**src/hdl/mmpp_pkg.sv**
```systemverilog
`default_nettype none
// ----------------------------------------------------------------------------
// Min/max peak pyramid package
// Shared widths, defaults, controller/datapath handshake types and the level
// threshold function used to derive the number of active levels.
// ----------------------------------------------------------------------------
package mmpp_pkg;

   localparam int RATIO_DEF          = 4;
   localparam int MAX_LEVELS_DEF     = 12;
   localparam int SMALLEST_LEVEL_DEF = 64;

   localparam int COUNT_W  = 24;
   localparam int SAMPLE_W = 16;
   localparam int LEVEL_W  = 4;
   localparam int INDEX_W  = 22;
   localparam int THRESH_W = COUNT_W + 1;

   typedef struct packed {
      logic clear;
      logic load;
      logic step;
      logic flush;
      logic final_item;
   } mmpp_cmd_type;

   typedef struct packed {
      logic emit;
      logic pend_valid;
      logic step_ready;
      logic flush_ready;
   } mmpp_status_type;

   // Smallest base count for which the level with this number exists, less
   // one. Saturates above the largest base count so the compare stays false.
   function automatic logic [THRESH_W-1:0] level_threshold(input int smallest,
                                                          input int ratio,
                                                          input int lvl);
      longint t;
      longint cap;
      t   = longint'(smallest);
      cap = longint'(1) << COUNT_W;
      for (int i = 0; i < lvl; i++) begin
         t = t * longint'(ratio);
         if (t > cap) begin
            t = cap;
         end
      end
      return THRESH_W'(t);
   endfunction

endpackage
`default_nettype wire

```
**src/hdl/mmpp_datapath.sv**
```systemverilog
`default_nettype none
// ----------------------------------------------------------------------------
// Min/max peak pyramid datapath
// Per-level group stores and counters, the carry word that climbs the levels,
// one pending result and the result output register.
// ----------------------------------------------------------------------------
module mmpp_datapath
   import mmpp_pkg::*;
#(
   parameter int RATIO      = RATIO_DEF,
   parameter int MAX_LEVELS = MAX_LEVELS_DEF
) (
   input  wire logic                       clock,
   input  wire logic                       reset,
   input  wire mmpp_cmd_type               cmd,
   input  wire logic [((MAX_LEVELS > 1) ? $clog2(MAX_LEVELS) : 1)-1:0] lvl,
   output mmpp_status_type                 status,
   input  wire logic signed [SAMPLE_W-1:0] in_low,
   input  wire logic signed [SAMPLE_W-1:0] in_high,
   output logic                            rsp_valid,
   input  wire logic                       rsp_stall,
   output logic [LEVEL_W-1:0]              rsp_level,
   output logic [INDEX_W-1:0]              rsp_bucket_index,
   output logic signed [SAMPLE_W-1:0]      rsp_peak_low,
   output logic signed [SAMPLE_W-1:0]      rsp_peak_high,
   output logic                            rsp_level_end,
   output logic                            rsp_run_end
);

   localparam int IDX_W  = (MAX_LEVELS > 1) ? $clog2(MAX_LEVELS) : 1;
   localparam int FILL_W = $clog2(RATIO + 1);

   logic [FILL_W-1:0]          fill_ff    [MAX_LEVELS];
   logic [INDEX_W-1:0]         written_ff [MAX_LEVELS];
   logic signed [SAMPLE_W-1:0] group_low_ff  [MAX_LEVELS];
   logic signed [SAMPLE_W-1:0] group_high_ff [MAX_LEVELS];

   logic                       carry_ff;
   logic signed [SAMPLE_W-1:0] carry_low_ff;
   logic signed [SAMPLE_W-1:0] carry_high_ff;

   logic                       pend_valid_ff;
   logic [LEVEL_W-1:0]         pend_level_ff;
   logic [INDEX_W-1:0]         pend_index_ff;
   logic signed [SAMPLE_W-1:0] pend_low_ff;
   logic signed [SAMPLE_W-1:0] pend_high_ff;
   logic                       pend_end_ff;

   logic                       rsp_valid_ff;
   logic                       rsp_valid_in;
   logic [LEVEL_W-1:0]         rsp_level_ff;
   logic [INDEX_W-1:0]         rsp_index_ff;
   logic signed [SAMPLE_W-1:0] rsp_low_ff;
   logic signed [SAMPLE_W-1:0] rsp_high_ff;
   logic                       rsp_level_end_ff;
   logic                       rsp_run_end_ff;

   logic [FILL_W-1:0]          fill_cur;
   logic [FILL_W-1:0]          fill_new;
   logic signed [SAMPLE_W-1:0] g_low;
   logic signed [SAMPLE_W-1:0] g_high;
   logic signed [SAMPLE_W-1:0] merged_low;
   logic signed [SAMPLE_W-1:0] merged_high;
   logic [IDX_W:0]             lvl_plus;
   logic                       emit;
   logic                       out_free;
   logic                       move_pend;
   logic                       move_flush;
   logic                       out_load;

   always_comb begin
      fill_cur = fill_ff[lvl];
      g_low    = group_low_ff[lvl];
      g_high   = group_high_ff[lvl];
      fill_new = fill_cur + FILL_W'(carry_ff);
      if (!carry_ff) begin
         merged_low  = g_low;
         merged_high = g_high;
      end else if (fill_cur == '0) begin
         merged_low  = carry_low_ff;
         merged_high = carry_high_ff;
      end else begin
         merged_low  = (carry_low_ff < g_low) ? carry_low_ff : g_low;
         merged_high = (carry_high_ff > g_high) ? carry_high_ff : g_high;
      end
      emit = (fill_new >= FILL_W'(RATIO)) || (cmd.final_item && (fill_new != '0));
      lvl_plus = {1'b0, lvl} + (IDX_W + 1)'(1);
   end

   assign out_free     = !rsp_valid_ff || !rsp_stall;
   assign move_pend    = cmd.step && emit && pend_valid_ff;
   assign move_flush   = cmd.flush && pend_valid_ff;
   assign out_load     = move_pend || move_flush;
   assign rsp_valid_in = out_load || (rsp_valid_ff && rsp_stall);

   assign status.emit        = emit;
   assign status.pend_valid  = pend_valid_ff;
   assign status.step_ready  = !(emit && pend_valid_ff && !out_free);
   assign status.flush_ready = !pend_valid_ff || out_free;

   always_ff @(posedge clock) begin
      if (reset) begin
         for (int i = 0; i < MAX_LEVELS; i++) begin
            fill_ff[i]    <= '0;
            written_ff[i] <= '0;
         end
         carry_ff      <= 1'b0;
         pend_valid_ff <= 1'b0;
         rsp_valid_ff  <= 1'b0;
      end else begin
         rsp_valid_ff <= rsp_valid_in;
         if (cmd.clear) begin
            for (int i = 0; i < MAX_LEVELS; i++) begin
               fill_ff[i]    <= '0;
               written_ff[i] <= '0;
            end
         end
         if (cmd.load) begin
            carry_ff <= 1'b1;
         end
         if (cmd.step) begin
            if (emit) begin
               fill_ff[lvl]    <= '0;
               written_ff[lvl] <= written_ff[lvl] + INDEX_W'(1);
               pend_valid_ff   <= 1'b1;
               carry_ff        <= 1'b1;
            end else begin
               fill_ff[lvl] <= fill_new;
               carry_ff     <= 1'b0;
            end
         end
         if (move_flush) begin
            pend_valid_ff <= 1'b0;
         end
      end
   end

   always_ff @(posedge clock) begin
      if (cmd.load) begin
         carry_low_ff  <= in_low;
         carry_high_ff <= in_high;
      end
      if (cmd.step) begin
         if (emit) begin
            carry_low_ff  <= merged_low;
            carry_high_ff <= merged_high;
            pend_level_ff <= LEVEL_W'(lvl_plus);
            pend_index_ff <= written_ff[lvl];
            pend_low_ff   <= merged_low;
            pend_high_ff  <= merged_high;
            pend_end_ff   <= cmd.final_item;
         end else begin
            group_low_ff[lvl]  <= merged_low;
            group_high_ff[lvl] <= merged_high;
         end
      end
      if (out_load) begin
         rsp_level_ff     <= pend_level_ff;
         rsp_index_ff     <= pend_index_ff;
         rsp_low_ff       <= pend_low_ff;
         rsp_high_ff      <= pend_high_ff;
         rsp_level_end_ff <= pend_end_ff;
         rsp_run_end_ff   <= move_flush;
      end
   end

   assign rsp_valid        = rsp_valid_ff;
   assign rsp_level        = rsp_level_ff;
   assign rsp_bucket_index = rsp_index_ff;
   assign rsp_peak_low     = rsp_low_ff;
   assign rsp_peak_high    = rsp_high_ff;
   assign rsp_level_end    = rsp_level_end_ff;
   assign rsp_run_end      = rsp_run_end_ff;

endmodule
`default_nettype wire

```
**src/hdl/mmpp_ctrl.sv**
```systemverilog
`default_nettype none
// ----------------------------------------------------------------------------
// Min/max peak pyramid controller
// Holds the run configuration and item count, and walks the datapath through
// the levels of one word, then hands over its last result.
// ----------------------------------------------------------------------------
module mmpp_ctrl
   import mmpp_pkg::*;
#(
   parameter int RATIO          = RATIO_DEF,
   parameter int MAX_LEVELS     = MAX_LEVELS_DEF,
   parameter int SMALLEST_LEVEL = SMALLEST_LEVEL_DEF
) (
   input  wire logic               clock,
   input  wire logic               reset,
   input  wire logic               csr_wr_en,
   input  wire logic [COUNT_W-1:0] csr_wr_data,
   input  wire logic               req_valid,
   output logic                    req_stall,
   output mmpp_cmd_type            cmd,
   output logic [((MAX_LEVELS > 1) ? $clog2(MAX_LEVELS) : 1)-1:0] lvl,
   input  wire mmpp_status_type    status
);

   localparam int IDX_W = (MAX_LEVELS > 1) ? $clog2(MAX_LEVELS) : 1;
   localparam int CNT_W = $clog2(MAX_LEVELS + 1);

   localparam logic [1:0] ST_IDLE  = 2'd0;
   localparam logic [1:0] ST_STEP  = 2'd1;
   localparam logic [1:0] ST_FLUSH = 2'd2;

   logic [1:0]         state_ff;
   logic [1:0]         state_in;
   logic [COUNT_W-1:0] base_count_ff;
   logic [COUNT_W-1:0] items_seen_ff;
   logic [COUNT_W-1:0] items_seen_in;
   logic [CNT_W-1:0]   levels_active_ff;
   logic [CNT_W-1:0]   levels_active_in;
   logic [IDX_W-1:0]   lvl_ff;
   logic [IDX_W-1:0]   lvl_in;
   logic               final_ff;
   logic               final_in;
   logic               accept;
   logic               counted;
   logic [CNT_W-1:0]   lvl_next;
   logic               last_step;

   assign req_stall = (state_ff != ST_IDLE);
   assign accept    = req_valid && !req_stall;
   assign counted   = accept && (items_seen_ff < base_count_ff);
   assign lvl_next  = CNT_W'(lvl_ff) + CNT_W'(1);
   assign last_step = (lvl_next == levels_active_ff) || (!status.emit && !final_ff);

   always_comb begin
      levels_active_in = '0;
      for (int i = 0; i < MAX_LEVELS; i++) begin
         if ({1'b0, csr_wr_data} > level_threshold(SMALLEST_LEVEL, RATIO, i)) begin
            levels_active_in = levels_active_in + CNT_W'(1);
         end
      end
   end

   always_comb begin
      state_in       = state_ff;
      items_seen_in  = items_seen_ff;
      lvl_in         = lvl_ff;
      final_in       = final_ff;
      cmd.clear      = csr_wr_en;
      cmd.load       = 1'b0;
      cmd.step       = 1'b0;
      cmd.flush      = 1'b0;
      cmd.final_item = final_ff;
      case (state_ff)
         ST_IDLE: begin
            if (counted) begin
               items_seen_in = items_seen_ff + COUNT_W'(1);
               final_in      = (items_seen_in == base_count_ff);
               lvl_in        = '0;
               if (levels_active_ff != '0) begin
                  cmd.load = 1'b1;
                  state_in = ST_STEP;
               end
            end
         end
         ST_STEP: begin
            if (status.step_ready) begin
               cmd.step = 1'b1;
               if (last_step) begin
                  state_in = ST_FLUSH;
               end else begin
                  lvl_in = IDX_W'(lvl_next);
               end
            end
         end
         ST_FLUSH: begin
            if (status.flush_ready) begin
               cmd.flush = 1'b1;
               state_in  = ST_IDLE;
            end
         end
         default: begin
            state_in = ST_IDLE;
         end
      endcase
      if (csr_wr_en) begin
         items_seen_in = '0;
      end
   end

   always_ff @(posedge clock) begin
      if (reset) begin
         state_ff         <= ST_IDLE;
         base_count_ff    <= '0;
         items_seen_ff    <= '0;
         levels_active_ff <= '0;
         lvl_ff           <= '0;
         final_ff         <= 1'b0;
      end else begin
         state_ff      <= state_in;
         items_seen_ff <= items_seen_in;
         lvl_ff        <= lvl_in;
         final_ff      <= final_in;
         if (csr_wr_en) begin
            base_count_ff    <= csr_wr_data;
            levels_active_ff <= levels_active_in;
         end
      end
   end

   assign lvl = lvl_ff;

   a_idle_no_pending: assert property (@(posedge clock) disable iff (reset)
      (state_ff == ST_IDLE) |-> !status.pend_valid)
      else $error("Pending result left over after a word completed.");

   a_count_bound: assert property (@(posedge clock) disable iff (reset)
      items_seen_ff <= base_count_ff)
      else $error("Item count passed the configured base count.");

   a_level_bound: assert property (@(posedge clock) disable iff (reset)
      (state_ff == ST_STEP) |-> (CNT_W'(lvl_ff) < levels_active_ff))
      else $error("Level walk went past the active levels.");

   a_final_emits: assert property (@(posedge clock) disable iff (reset)
      (state_ff == ST_STEP && final_ff && lvl_ff == '0) |-> status.emit)
      else $error("Last base word did not close the lowest level.");

endmodule
`default_nettype wire

```
**src/hdl/min_max_peak_pyramid_core.sv**
```systemverilog
`default_nettype none
// ----------------------------------------------------------------------------
// Min/max peak pyramid core
// Builds coarser min/max levels from a stream of base peak buckets.
// ----------------------------------------------------------------------------
// Each accepted word is loaded in the idle state, then stepped through every
// level it touches (the datapath reads and updates one level store per cycle
// while the result channel lets it), then the flush state hands its last
// result to the output register. The levels touched are the lowest one and
// each level a completed group climbs to, and on the last word of a run every
// active level. Words past the configured count, and all words when no level
// is active, produce nothing. A stalled result channel holds the walk whenever
// a word has a result to hand over while the output register still holds an
// earlier one. Writing the count starts a new run.
module min_max_peak_pyramid_core
   import mmpp_pkg::*;
#(
   parameter int RATIO          = RATIO_DEF,
   parameter int MAX_LEVELS     = MAX_LEVELS_DEF,
   parameter int SMALLEST_LEVEL = SMALLEST_LEVEL_DEF
) (
   input  wire logic                       clock,
   input  wire logic                       reset,
   input  wire logic                       csr_wr_en,
   input  wire logic [COUNT_W-1:0]         csr_wr_data,
   input  wire logic                       req_valid,
   output logic                            req_stall,
   input  wire logic signed [SAMPLE_W-1:0] req_bucket_low,
   input  wire logic signed [SAMPLE_W-1:0] req_bucket_high,
   output logic                            rsp_valid,
   input  wire logic                       rsp_stall,
   output logic [LEVEL_W-1:0]              rsp_level,
   output logic [INDEX_W-1:0]              rsp_bucket_index,
   output logic signed [SAMPLE_W-1:0]      rsp_peak_low,
   output logic signed [SAMPLE_W-1:0]      rsp_peak_high,
   output logic                            rsp_level_end,
   output logic                            rsp_run_end
);

   localparam int IDX_W = (MAX_LEVELS > 1) ? $clog2(MAX_LEVELS) : 1;

   mmpp_cmd_type    cmd;
   mmpp_status_type status;
   logic [IDX_W-1:0] lvl;

   mmpp_ctrl #(
      .RATIO          (RATIO),
      .MAX_LEVELS     (MAX_LEVELS),
      .SMALLEST_LEVEL (SMALLEST_LEVEL)
   ) u_ctrl (
      .clock       (clock),
      .reset       (reset),
      .csr_wr_en   (csr_wr_en),
      .csr_wr_data (csr_wr_data),
      .req_valid   (req_valid),
      .req_stall   (req_stall),
      .cmd         (cmd),
      .lvl         (lvl),
      .status      (status)
   );

   mmpp_datapath #(
      .RATIO      (RATIO),
      .MAX_LEVELS (MAX_LEVELS)
   ) u_datapath (
      .clock            (clock),
      .reset            (reset),
      .cmd              (cmd),
      .lvl              (lvl),
      .status           (status),
      .in_low           (req_bucket_low),
      .in_high          (req_bucket_high),
      .rsp_valid        (rsp_valid),
      .rsp_stall        (rsp_stall),
      .rsp_level        (rsp_level),
      .rsp_bucket_index (rsp_bucket_index),
      .rsp_peak_low     (rsp_peak_low),
      .rsp_peak_high    (rsp_peak_high),
      .rsp_level_end    (rsp_level_end),
      .rsp_run_end      (rsp_run_end)
   );

endmodule
`default_nettype wire
```
**config.mk**
```make
export PLATFORM = sky130hd
export DESIGN_NAME = min_max_peak_pyramid_core
export DESIGN_NICKNAME = d
export VERILOG_FILES = /design/src/hdl/mmpp_pkg.sv /design/src/hdl/mmpp_datapath.sv /design/src/hdl/mmpp_ctrl.sv /design/src/hdl/min_max_peak_pyramid_core.sv
export SDC_FILE = /design/constraint.sdc
export NUM_CORES = 1
export LEC_CHECK = 0
export ABC_CLOCK_PERIOD_IN_PS = 12760
export BUFFER_PORTS_ARGS = -buffer_cell sky130_fd_sc_hd__buf_2
export CORE_AREA = 2 2 417 419
export CTS_BUF_LIST = sky130_fd_sc_hd__clkbuf_8
export CTS_CLUSTER_DIAMETER = 50
export DETAILED_ROUTE_END_ITERATION = 16
export DIE_AREA = 0 0 419 421
export PLACE_DENSITY_LB_ADDON = 0.05
export SLEW_MARGIN = 20
export SYNTH_ARGS = -nofsm -noshare
export SYNTH_HDL_FRONTEND = slang
export SYNTH_HIERARCHICAL = 1
export SYNTH_SLANG_ARGS = --single-unit
```
**constraint.sdc**
```tcl
create_clock -name clock -period 12.76 [get_ports clock]
set_clock_uncertainty 0.15 [all_clocks]
set_input_delay 2.552 -clock clock [delete_from_list [all_inputs] [get_ports clock]]
set_output_delay 2.552 -clock clock [all_outputs]
set_load 0.01 [all_outputs]
```
* After elaboration in Yosys (flattened, before gate mapping)
Memories as Yosys holds them, arrays and structs flattened. A register that Yosys moved wholly into a read port is not among the register bits.
Cells that the tools add are included.
** Operators by class
- Eq/ne operators :: 10
- Multiplexer cells :: 90
- Add/sub/neg operators :: 16
- Reductions and logical operators :: 36
- Bitwise operators :: 25
- Magnitude comparators :: 14
** Operators by type and width (count)
- $mux 22 :: 12
- $mux 16 :: 12
- $mux 4 :: 22
- $add 4x1->4 const B :: 12
- $mux 3 :: 13
- $gt 24x25->1 const B :: 1
- $or 1x1->1 :: 25
- $add 24x1->24 const B :: 1
- $eq 24x24->1 :: 1
- $gt 24x11->1 const B :: 1
- $gt 24x13->1 const B :: 1
- $gt 24x15->1 const B :: 1
- $gt 24x17->1 const B :: 1
- $gt 24x19->1 const B :: 1
- $gt 24x21->1 const B :: 1
- $gt 24x23->1 const B :: 1
- $gt 24x7->1 const B :: 1
- $gt 24x9->1 const B :: 1
- $lt 24x24->1 :: 1
- $mux 1 :: 24
- $add 22x1->22 const B :: 1
- $gt 16x16->1 :: 1
- $lt 16x16->1 :: 1
- $logic_and 1x1->1 :: 10
- 22 further kinds :: 45
** Storage, ports and cells
- Output and inout bits :: 62
- Register bits after elaboration :: 213
- Bits in writable memories :: 684
- Memories kept :: 4
- Input bits :: 61
- Word-level logic and storage cells :: 217
** Memories
- u_datapath.written_ff :: words 12, bits a word 22, rd ports 1, clocked after memory_dff 1, wr ports 13, RTL line mmpp_datapath.sv:34 : logic [INDEX_W-1:0] written_ff [MAX_LEVELS];
- u_datapath.group_high_ff :: words 12, bits a word 16, rd ports 1, clocked after memory_dff 1, wr ports 1, RTL line mmpp_datapath.sv:36 : logic signed [SAMPLE_W-1:0] group_high_ff [MAX_LEVELS];
- u_datapath.group_low_ff :: words 12, bits a word 16, rd ports 1, clocked after memory_dff 1, wr ports 1, RTL line mmpp_datapath.sv:35 : logic signed [SAMPLE_W-1:0] group_low_ff [MAX_LEVELS];
- u_datapath.fill_ff :: words 12, bits a word 3, rd ports 1, clocked after memory_dff 1, wr ports 13, RTL line mmpp_datapath.sv:33 : logic [FILL_W-1:0] fill_ff [MAX_LEVELS];

* Depth between registers and ports, before layout
Gate-level depths: netlist (run 1).
- Depth in word-level cells :: 24
- Gate-level depth with buffers :: 24
- Depth with buffers taken out :: 23

* Cells and area by module
The synthesis (run 1) kept the hierarchy.
** Modules (own cells, without submodules)
- mmpp_datapath :: instances 1, cells an instance 2173, area an instance 38240.4 µm², sequential area each 27816.7 µm²
- mmpp_ctrl :: instances 1, cells an instance 547, area an instance 4564.4 µm², sequential area each 1181.1 µm²

* Worst setup path before layout (run 1)
No wires, ideal clock.
- Kind :: input port to flip-flop
- From :: input port csr_wr_data[20]
- To :: register u_ctrl.levels_active_ff[1]
- Required time :: 12.482 ns
- Cell stages on the path :: 22
- Library setup time :: 0.128 ns
- Data arrival time :: 7.013 ns
- Setup slack :: 5.470 ns
- Buffers on the path :: 1
- Path through :: nor4_2 nand4_1 a2111o_1 ha_1 clkbuf_1 xnor2_1 ha_1 a21o_1 o21a_1 a41o_1 ha_1 mux2i_1 a21oi_1 mux2i_1 nor2_1 ha_1 nand2_1 o31ai_1 ha_1 mux2_2 mux2i_1 nor2_1
** Between the ends
- Cells in the longest elaborated chain, start to end :: 24
** Ends and longest elaborated chain
- start, declared :: RTL line min_max_peak_pyramid_core.sv:25 : input wire logic [COUNT_W-1:0] csr_wr_data,
- $gt 24x7->1 :: RTL line mmpp_ctrl.sv:57 : if ({1'b0, csr_wr_data} > level_threshold(SMALLEST_LEVEL, RATIO, i)) begin
- $mux 1 :: RTL line mmpp_ctrl.sv:57
- $add 1x1->2 :: RTL line mmpp_ctrl.sv:58 : levels_active_in = levels_active_in + CNT_W'(1);
- $mux 4 :: RTL line mmpp_ctrl.sv:57
- $add 4x1->4 :: RTL line mmpp_ctrl.sv:58
- $mux 4 :: RTL line mmpp_ctrl.sv:57
- $add 4x1->4 :: RTL line mmpp_ctrl.sv:58
- $mux 4 :: RTL line mmpp_ctrl.sv:57
- [8 not listed]
- $add 4x1->4 :: RTL line mmpp_ctrl.sv:58
- $mux 4 :: RTL line mmpp_ctrl.sv:57
- $add 4x1->4 :: RTL line mmpp_ctrl.sv:58
- $mux 4 :: RTL line mmpp_ctrl.sv:57
- $add 4x1->4 :: RTL line mmpp_ctrl.sv:58
- $mux 4 :: RTL line mmpp_ctrl.sv:57
- $add 4x1->4 :: RTL line mmpp_ctrl.sv:58
- $mux 4 (*) :: RTL line mmpp_ctrl.sv:57
- end signal, assigned :: RTL line mmpp_ctrl.sv:125 : levels_active_ff <= levels_active_in;
- end, declared :: RTL line mmpp_ctrl.sv:37 : logic [CNT_W-1:0] levels_active_ff;
Every way passes the cells marked *; elsewhere a longest branch is shown, timed or not.
A chain may end at the register's enable or synchronous reset.

==> run_results.csv, run 1 <==
group,metric,value,unit
clock_tree,path_clk_slew,60,ps
critical_path,crit_slowest_cell,"nand2_1",
global_route,antenna_found_initial,3,
clock_tree,clockBufferDepth,3,
timing,maxSlewViolCount,0,
clock_tree,hold_buffers,0,
routing,wirelength,133000,um
critical_path,crit_top_cell,"nand2_1",
global_route,grt_pass1_wl,191000,um
critical_path,worstSetupPathType,"flip-flop to flip-flop",
timing,period_minus_slack,8700,ps
timing,period_share,68.1,%
cells_and_area,syn2layout_area_growth,16.8,%
yosys,syn-instance-count,2719,
job,maxCapViolCount,0,
routing,antenna_left,0,
timing,fmax,0.115,GHz
pwr,leakagePower,0.0169,uW
timing,setup_tns,0,ps
die,die_area,176000,sq um
timing,tightest_slew,1170,ps
critical_path,startpoint_type,"flip-flop",
critical_path,cp.arrival,9040,ps
die,num_rows,153,
critical_path,critPathBufInv,2,
placed_design,port_buffers,122,
yosys,syn_area,42800,sq um
timing,holdWs,259,ps
routing,vias_per_cell,4.59,
routing,dr_total_vias,24900,
routing,drc_errors,0,
die,io_pins,123,
cells_and_area,nets,3085,
yosys,yosys_warnings,6,
outcome,status,"complete, no violations",
cells_and_area,final_cell_mix,"edfxtp_1, nor2_1, clkbuf_8",
die,start_util,24.8,%
cells_and_area,fill_cells,17300,
pwr,power.density,151,nW/um^2
timing,slew_headroom,21.6,%
clock_tree,post_cts_buffers,0,
critical_path,cpLargestDelayFamily,"simple AND/OR/NAND/NOR gates",
yosys,synth.avg_cell_area,15.7,sq um
placed_design,place.gp.congestion,0.757,
clock_tree,numCtsBuffers,192,
clock_tree,root_buffer,"clkbuf_8",
critical_path,max_stage_delay,1080,ps
critical_path,path_depth,15,
cells_and_area,final_common_cell,"edfxtp_1",
timing,hold_viol_final,0,
critical_path,cp_max_fo,40,
global_route,grt_max_degree,53,
pwr,max-vdd-ir-drop,104,uV
critical_path,r2r_start,"u_ctrl/lvl[0]",
timing,setup_viol,0,
clock_tree,clk-insertion-delay-late,900,ps
die,die_h,421,um
critical_path,worst-endpoint-required,13110,ps
min_path,hp-class,"flip-flop to flip-flop",
routing,drtPass1Iterations,7,
cells_and_area,drive_above_1_share,24.3,%
critical_path,crit_path_start,"u_ctrl/lvl[0]",
clock_tree,cts-resized-gates,0,
critical_path,endpoint_kind,"flip-flop",
critical_path,r2r_setup_slack,4060,ps
clock_tree,cts_tree,"yes",
critical_path,r2r_end,"u_datapath/written_ff[5][10]",
clock_tree,cts.htree.levels,4,
routing,wl_per_cell,24.5,um
placed_design,hpwl,83500,um
global_route,grt_pass1_vias,26000,
global_route,grt_use_total,15.1,%
critical_path,reg2regPathDepth,15,
die,core,172000,sq um
timing,rsz0062_at_grt,"false",
critical_path,worstSetupEndpoint,"u_datapath/written_ff[5][10]",
global_route,grt_overflow,0,
cells_and_area,final_util,29.0,%
critical_path,worstPathCellList,"buf_4 -> mux4_2 -> a22oi_1 -> nand2_1 -> ha_1 -> o21a_1 -> nor3_2 -> inv_1 -> nand2b_1 -> nand2_1 -> nor2_1 -> nand2b_1 -> nor2_2 -> nand3_1 -> nand2_1",
routing,drt_iter0_drc,1834,
die,die_w,419,um
clock_tree,clock_sinks,997,
-- through the flow --
stage	instance area [sq um]	setup WS [ps]	total power (uW)	std cells
6_report	50000	4060	7570	5431
5_1_grt	50000	3320	7930	5431
4_1_cts	49900	3600	7710	5424
3_5_place_dp	46300	3650	4600	5084
3_3_place_gp	46300	3750	4590	5084
2_1_floorplan	42900	5470	4310	2734
-- routing by layer --
| metal | share of wire [%] | routed length (um) | global-route usage, % | vias to the layer above |
|---|---|---|---|---|
| li1 | - | - | - | 11100 |
| met1 | 45 | 59700 | 20.2 | 13000 |
| met2 | 47 | 62600 | 23.9 | 681 |
| met3 | 5.4 | 7130 | 3.40 | 233 |
| met4 | 2.9 | 3890 | 5.25 | 0 |
| met5 | 0 | 0 | 0 | - |
-- final cells by class --
type	instances	area (sq um)	share of cell area, %
Antenna cell	7	17.5	0.0350
Clock inverter	138	828	1.66
Clock buffer	202	2780	5.56
Inverter	77	292	0.583
Sequential cell	997	29000	58.0
Multi-Input combinational cell	1489	13000	26.0
Timing Repair Buffer	196	1170	2.33
Tap cell	2325	2910	5.82
-- registers in the layout, summed over array words and instances, names as in the netlist, 16 cells and up --
register / flops
u_ctrl/base_count_ff: 24
u_datapath/carry_high_ff: 16
u_datapath/pend_low_ff: 16
u_ctrl/items_seen_ff: 24
u_datapath/fill_ff: 48
u_datapath/rsp_peak_high: 16
u_datapath/rsp_bucket_index: 22
u_datapath/rsp_peak_low: 16
u_datapath/carry_low_ff: 16
u_datapath/written_ff: 352
u_datapath/group_low_ff: 192
u_datapath/pend_index_ff: 22
u_datapath/group_high_ff: 192
u_datapath/pend_high_ff: 16
-- power breakdown --
part           switching (uW)  leakage (uW)  internal, uW
combinational             442       0.00526           236
clock                    1410       0.00205          1630
sequential               81.8       0.00957          3760
total                    1930        0.0169          5640
-- worst min-delay path by stage --
| stage | cells after the start | end | startpoint |
|---|---|---|---|
| floorplan | 0 | u_datapath/rsp_bucket_index[0] | u_datapath/pend_index_ff[0] |
| global placement | 0 | u_datapath/rsp_peak_low[5] | u_datapath/pend_low_ff[5] |
| detailed placement | 0 | u_datapath/rsp_level[3] | u_datapath/pend_level_ff[3] |
| CTS | 0 | u_datapath/rsp_peak_low[1] | u_datapath/pend_low_ff[1] |
| finish | 0 | u_datapath/rsp_level[2] | u_datapath/pend_level_ff[2] |
| global route | 0 | u_datapath/rsp_peak_low[1] | u_datapath/pend_low_ff[1] |
Note: power is estimated with default switching activity, not from simulation.
==> run 2: changes to the inputs <==
--- a/config.mk
+++ b/config.mk
@@ -5,13 +5,14 @@
 export SDC_FILE = /design/constraint.sdc
 export NUM_CORES = 1
 export LEC_CHECK = 0
-export ABC_CLOCK_PERIOD_IN_PS = 12760
+export ABC_AREA = 1
+export ABC_CLOCK_PERIOD_IN_PS = 7840
 export BUFFER_PORTS_ARGS = -buffer_cell sky130_fd_sc_hd__buf_2
-export CORE_AREA = 2 2 417 419
+export CORE_AREA = 2 2 424 426
 export CTS_BUF_LIST = sky130_fd_sc_hd__clkbuf_8
 export CTS_CLUSTER_DIAMETER = 50
 export DETAILED_ROUTE_END_ITERATION = 16
-export DIE_AREA = 0 0 419 421
+export DIE_AREA = 0 0 426 428
 export PLACE_DENSITY_LB_ADDON = 0.05
 export SLEW_MARGIN = 20
 export SYNTH_ARGS = -nofsm -noshare
==> constraint.sdc (replaced) <==
create_clock -name clock -period 7.84 [get_ports clock]
set_clock_uncertainty 0.15 [all_clocks]
set_input_delay 1.568 -clock clock [delete_from_list [all_inputs] [get_ports clock]]
set_output_delay 1.568 -clock clock [all_outputs]
set_load 0.01 [all_outputs]
==> run_results.csv, run 2 <==
group,metric,value,unit
placed_design,place.gp.congestion,0.756,
pwr,clockPowerShare,32.0,%
pwr,combPwrFrac,23.8,%
die,die_w,426,um
die,num_rows,155,
job,maxCapViolCount,0,
clock_tree,numCtsBuffers,196,
pwr,max-vdd-ir-drop,175,uV
clock_tree,cts-resized-gates,0,
die,die_h,428,um
timing,fmax,0.159,GHz
pwr,p_seq_share,44.2,%
placed_design,port_buffers,122,
timing,finalWorstSetupSlack,1570,ps
die,die_area,182000,sq um
critical_path,worstSetupEndpoint,"u_datapath/group_high_ff[1][6]",
critical_path,cp_max_fo,141,
cells_and_area,ff_latch_area,29000,sq um
cells_and_area,reg.largest.list,"u_datapath/written_ff: 352 flops, u_datapath/group_high_ff: 192 flops, u_datapath/group_low_ff: 192 flops",
routing,wl_per_cell,22.1,um
clock_tree,clockBufferDepth,3,
critical_path,crit_path_start,"u_ctrl/lvl[0]",
timing,hold_viol_final,0,
clock_tree,clk-insertion-delay-late,940,ps
min_path,hp-class,"flip-flop to flip-flop",
placed_design,hpwl,90400,um
critical_path,max_stage_delay,950,ps
global_route,grt_busiest_layer,"met2",
outcome,status,"complete, no violations",
timing,period_minus_slack,6270,ps
cells_and_area,regMostFlops,"u_datapath/written_ff",
routing,drt_iter0_drc,1785,
global_route,met3_usage,2.72,%
pwr,switching_share,35.0,%
timing,slew_headroom,27.0,%
critical_path,crit_top_cell,"inv_1",
cells_and_area,largest_register_ffs,352,
critical_path,critPathBufInv,5,
critical_path,worstPathCellList,"clkinv_8 -> o21ai_0 -> o22ai_1 -> nand2_1 -> nand4_1 -> ha_1 -> ha_1 -> o21ai_0 -> nand2_2 -> nand3_1 -> inv_1 -> nor2_1 -> inv_1 -> nor2_1 -> inv_1 -> nor2_4 -> buf_4",
global_route,grt_pass1_vias,31600,
placed_design,place_ws,1530,ps
critical_path,r2r_setup_slack,1570,ps
global_route,grt.met1_usage,22.8,%
cells_and_area,fill_cells,18700,
cells_and_area,nets,4404,
yosys,yosys_warnings,6,
critical_path,r2r_start,"u_ctrl/lvl[0]",
critical_path,endpoint_kind,"flip-flop",
cells_and_area,final_common_cell,"edfxtp_1",
cells_and_area,multi_input_area,13000,sq um
global_route,grt_max_degree,155,
timing,setup_viol,0,
critical_path,startpoint_type,"flip-flop",
die,core,178000,sq um
pwr,finalPower,15500,uW
cells_and_area,syn2layout_area_growth,15.4,%
global_route,antenna_found_initial,6,
critical_path,reg2regPathDepth,17,
yosys,syn_area,44100,sq um
critical_path,r2r_end,"u_datapath/group_high_ff[1][6]",
critical_path,cpLargestDelayFamily,"simple AND/OR/NAND/NOR gates",
timing,tightest_slew,1090,ps
critical_path,worst-endpoint-required,8290,ps
clock_tree,clock_sinks,997,
global_route,grt_overflow,0,
routing,antenna_left,0,
critical_path,cp.arrival,6720,ps
global_route,grt_pass1_wl,221000,um
cells_and_area,final_util,28.7,%
clock_tree,cts_tree,"yes",
pwr,leakagePower,0.0190,uW
cells_and_area,drive_above_1_share,14.1,%
global_route,grt_use_met2,26.4,%
pwr,power.internal,10100,uW
clock_tree,hold_buffers,0,
clock_tree,path_clk_slew,60,ps
timing,setup_tns,0,ps
pwr,power.density,305,nW/um^2
critical_path,worstSetupPathType,"flip-flop to flip-flop",
clock_tree,cts.htree.levels,4,
routing,vias_per_cell,4.49,
die,io_pins,123,
routing,wirelength,150000,um
timing,period_share,80.0,%
critical_path,crit_slowest_cell,"nor2_4",
cells_and_area,final_cell_mix,"edfxtp_1, nor2_1, nand2_1",
die,start_util,24.9,%
routing,drtPass1Iterations,5,
timing,rsz0062_at_grt,"false",
global_route,grt_use_total,16.4,%
clock_tree,post_cts_buffers,0,
clock_tree,root_buffer,"clkbuf_8",
critical_path,path_depth,17,
yosys,syn-instance-count,4095,
routing,drc_errors,0,
yosys,synth.avg_cell_area,10.8,sq um
pwr,p_switching,5430,uW
routing,dr_total_vias,30500,
timing,holdWs,233,ps
timing,maxSlewViolCount,0,
[run 2: changes by cell type in the layout (fill, tap and decap cells not counted), moves of 34 or more]
cell,change
nor2_1,+460
nand2_1,+401
o21ai_0,+364
mux4_2,-199
inv_1,+193
o22ai_1,+179
o21ai_1,+94
nand3_1,+69
mux2i_1,-63
a21oi_1,-48
a22oi_1,-42
inv_2,+37
nand2_2,+34
xnor2_1,-34
[run 2: cell type report]
cell class,instances,share of cell area [%]
Antenna cell,3,0.0147
Sequential cell,997,56.9
Timing Repair Buffer,200,2.47
Clock inverter,160,1.73
Tap cell,2355,5.78
Clock buffer,199,5.38
Multi-Input combinational cell,2588,25.5
Inverter,289,2.18
[run 2: worst min-delay path by stage]
stage	start	endpoint	slack, ps	cells after the start
5_1_grt	u_datapath/pend_index_ff[18]	u_datapath/rsp_bucket_index[18]	260	0
6_report	u_datapath/pend_index_ff[18]	u_datapath/rsp_bucket_index[18]	230	0
4_1_cts	u_datapath/pend_index_ff[18]	u_datapath/rsp_bucket_index[18]	230	0
3_3_place_gp	u_datapath/pend_low_ff[1]	u_datapath/rsp_peak_low[1]	250	0
3_5_place_dp	u_datapath/pend_index_ff[11]	u_datapath/rsp_bucket_index[11]	250	0
2_1_floorplan	u_datapath/pend_index_ff[0]	u_datapath/rsp_bucket_index[0]	250	0
[run 2: worst register-to-register path, stage by stage (launching register included)]
cell and delay, ps:
dfxtp_4 720, clkinv_8 590, o21ai_0 540, o22ai_1 120, nand2_1 70, nand4_1 130, ha_1 210, ha_1 290
o21ai_0 220, nand2_2 210, nand3_1 120, inv_1 60, nor2_1 280, inv_1 100, nor2_1 250, inv_1 510
nor2_4 970, buf_4 400
[run 2: metrics by stage]
step / std cells / area (sq um)
finish: 6791 / 50900
global route: 6791 / 50900
global placement: 6429 / 47300
floorplan: 4110 / 44200
CTS: 6788 / 50900
detailed placement: 6429 / 47300
[run 2: power by group through the flow]
stage | registers (uW) | logic (uW) | clock network, uW
finish | 6870 | 3700 | 4970
global route | 6900 | 4170 | 5410
CTS | 6880 | 3820 | 5200
detailed placement | 6990 | 3810 | 0
global placement | 6990 | 3840 | 0
floorplan | 6920 | 2200 | 0
[run 2: layer usage]
layer | wire [um] | vias to the layer above
li1 | - | 14600
met1 | 72300 | 15100
met2 | 69800 | 540
met3 | 5080 | 211
met4 | 3110 | 0
met5 | 0 | -
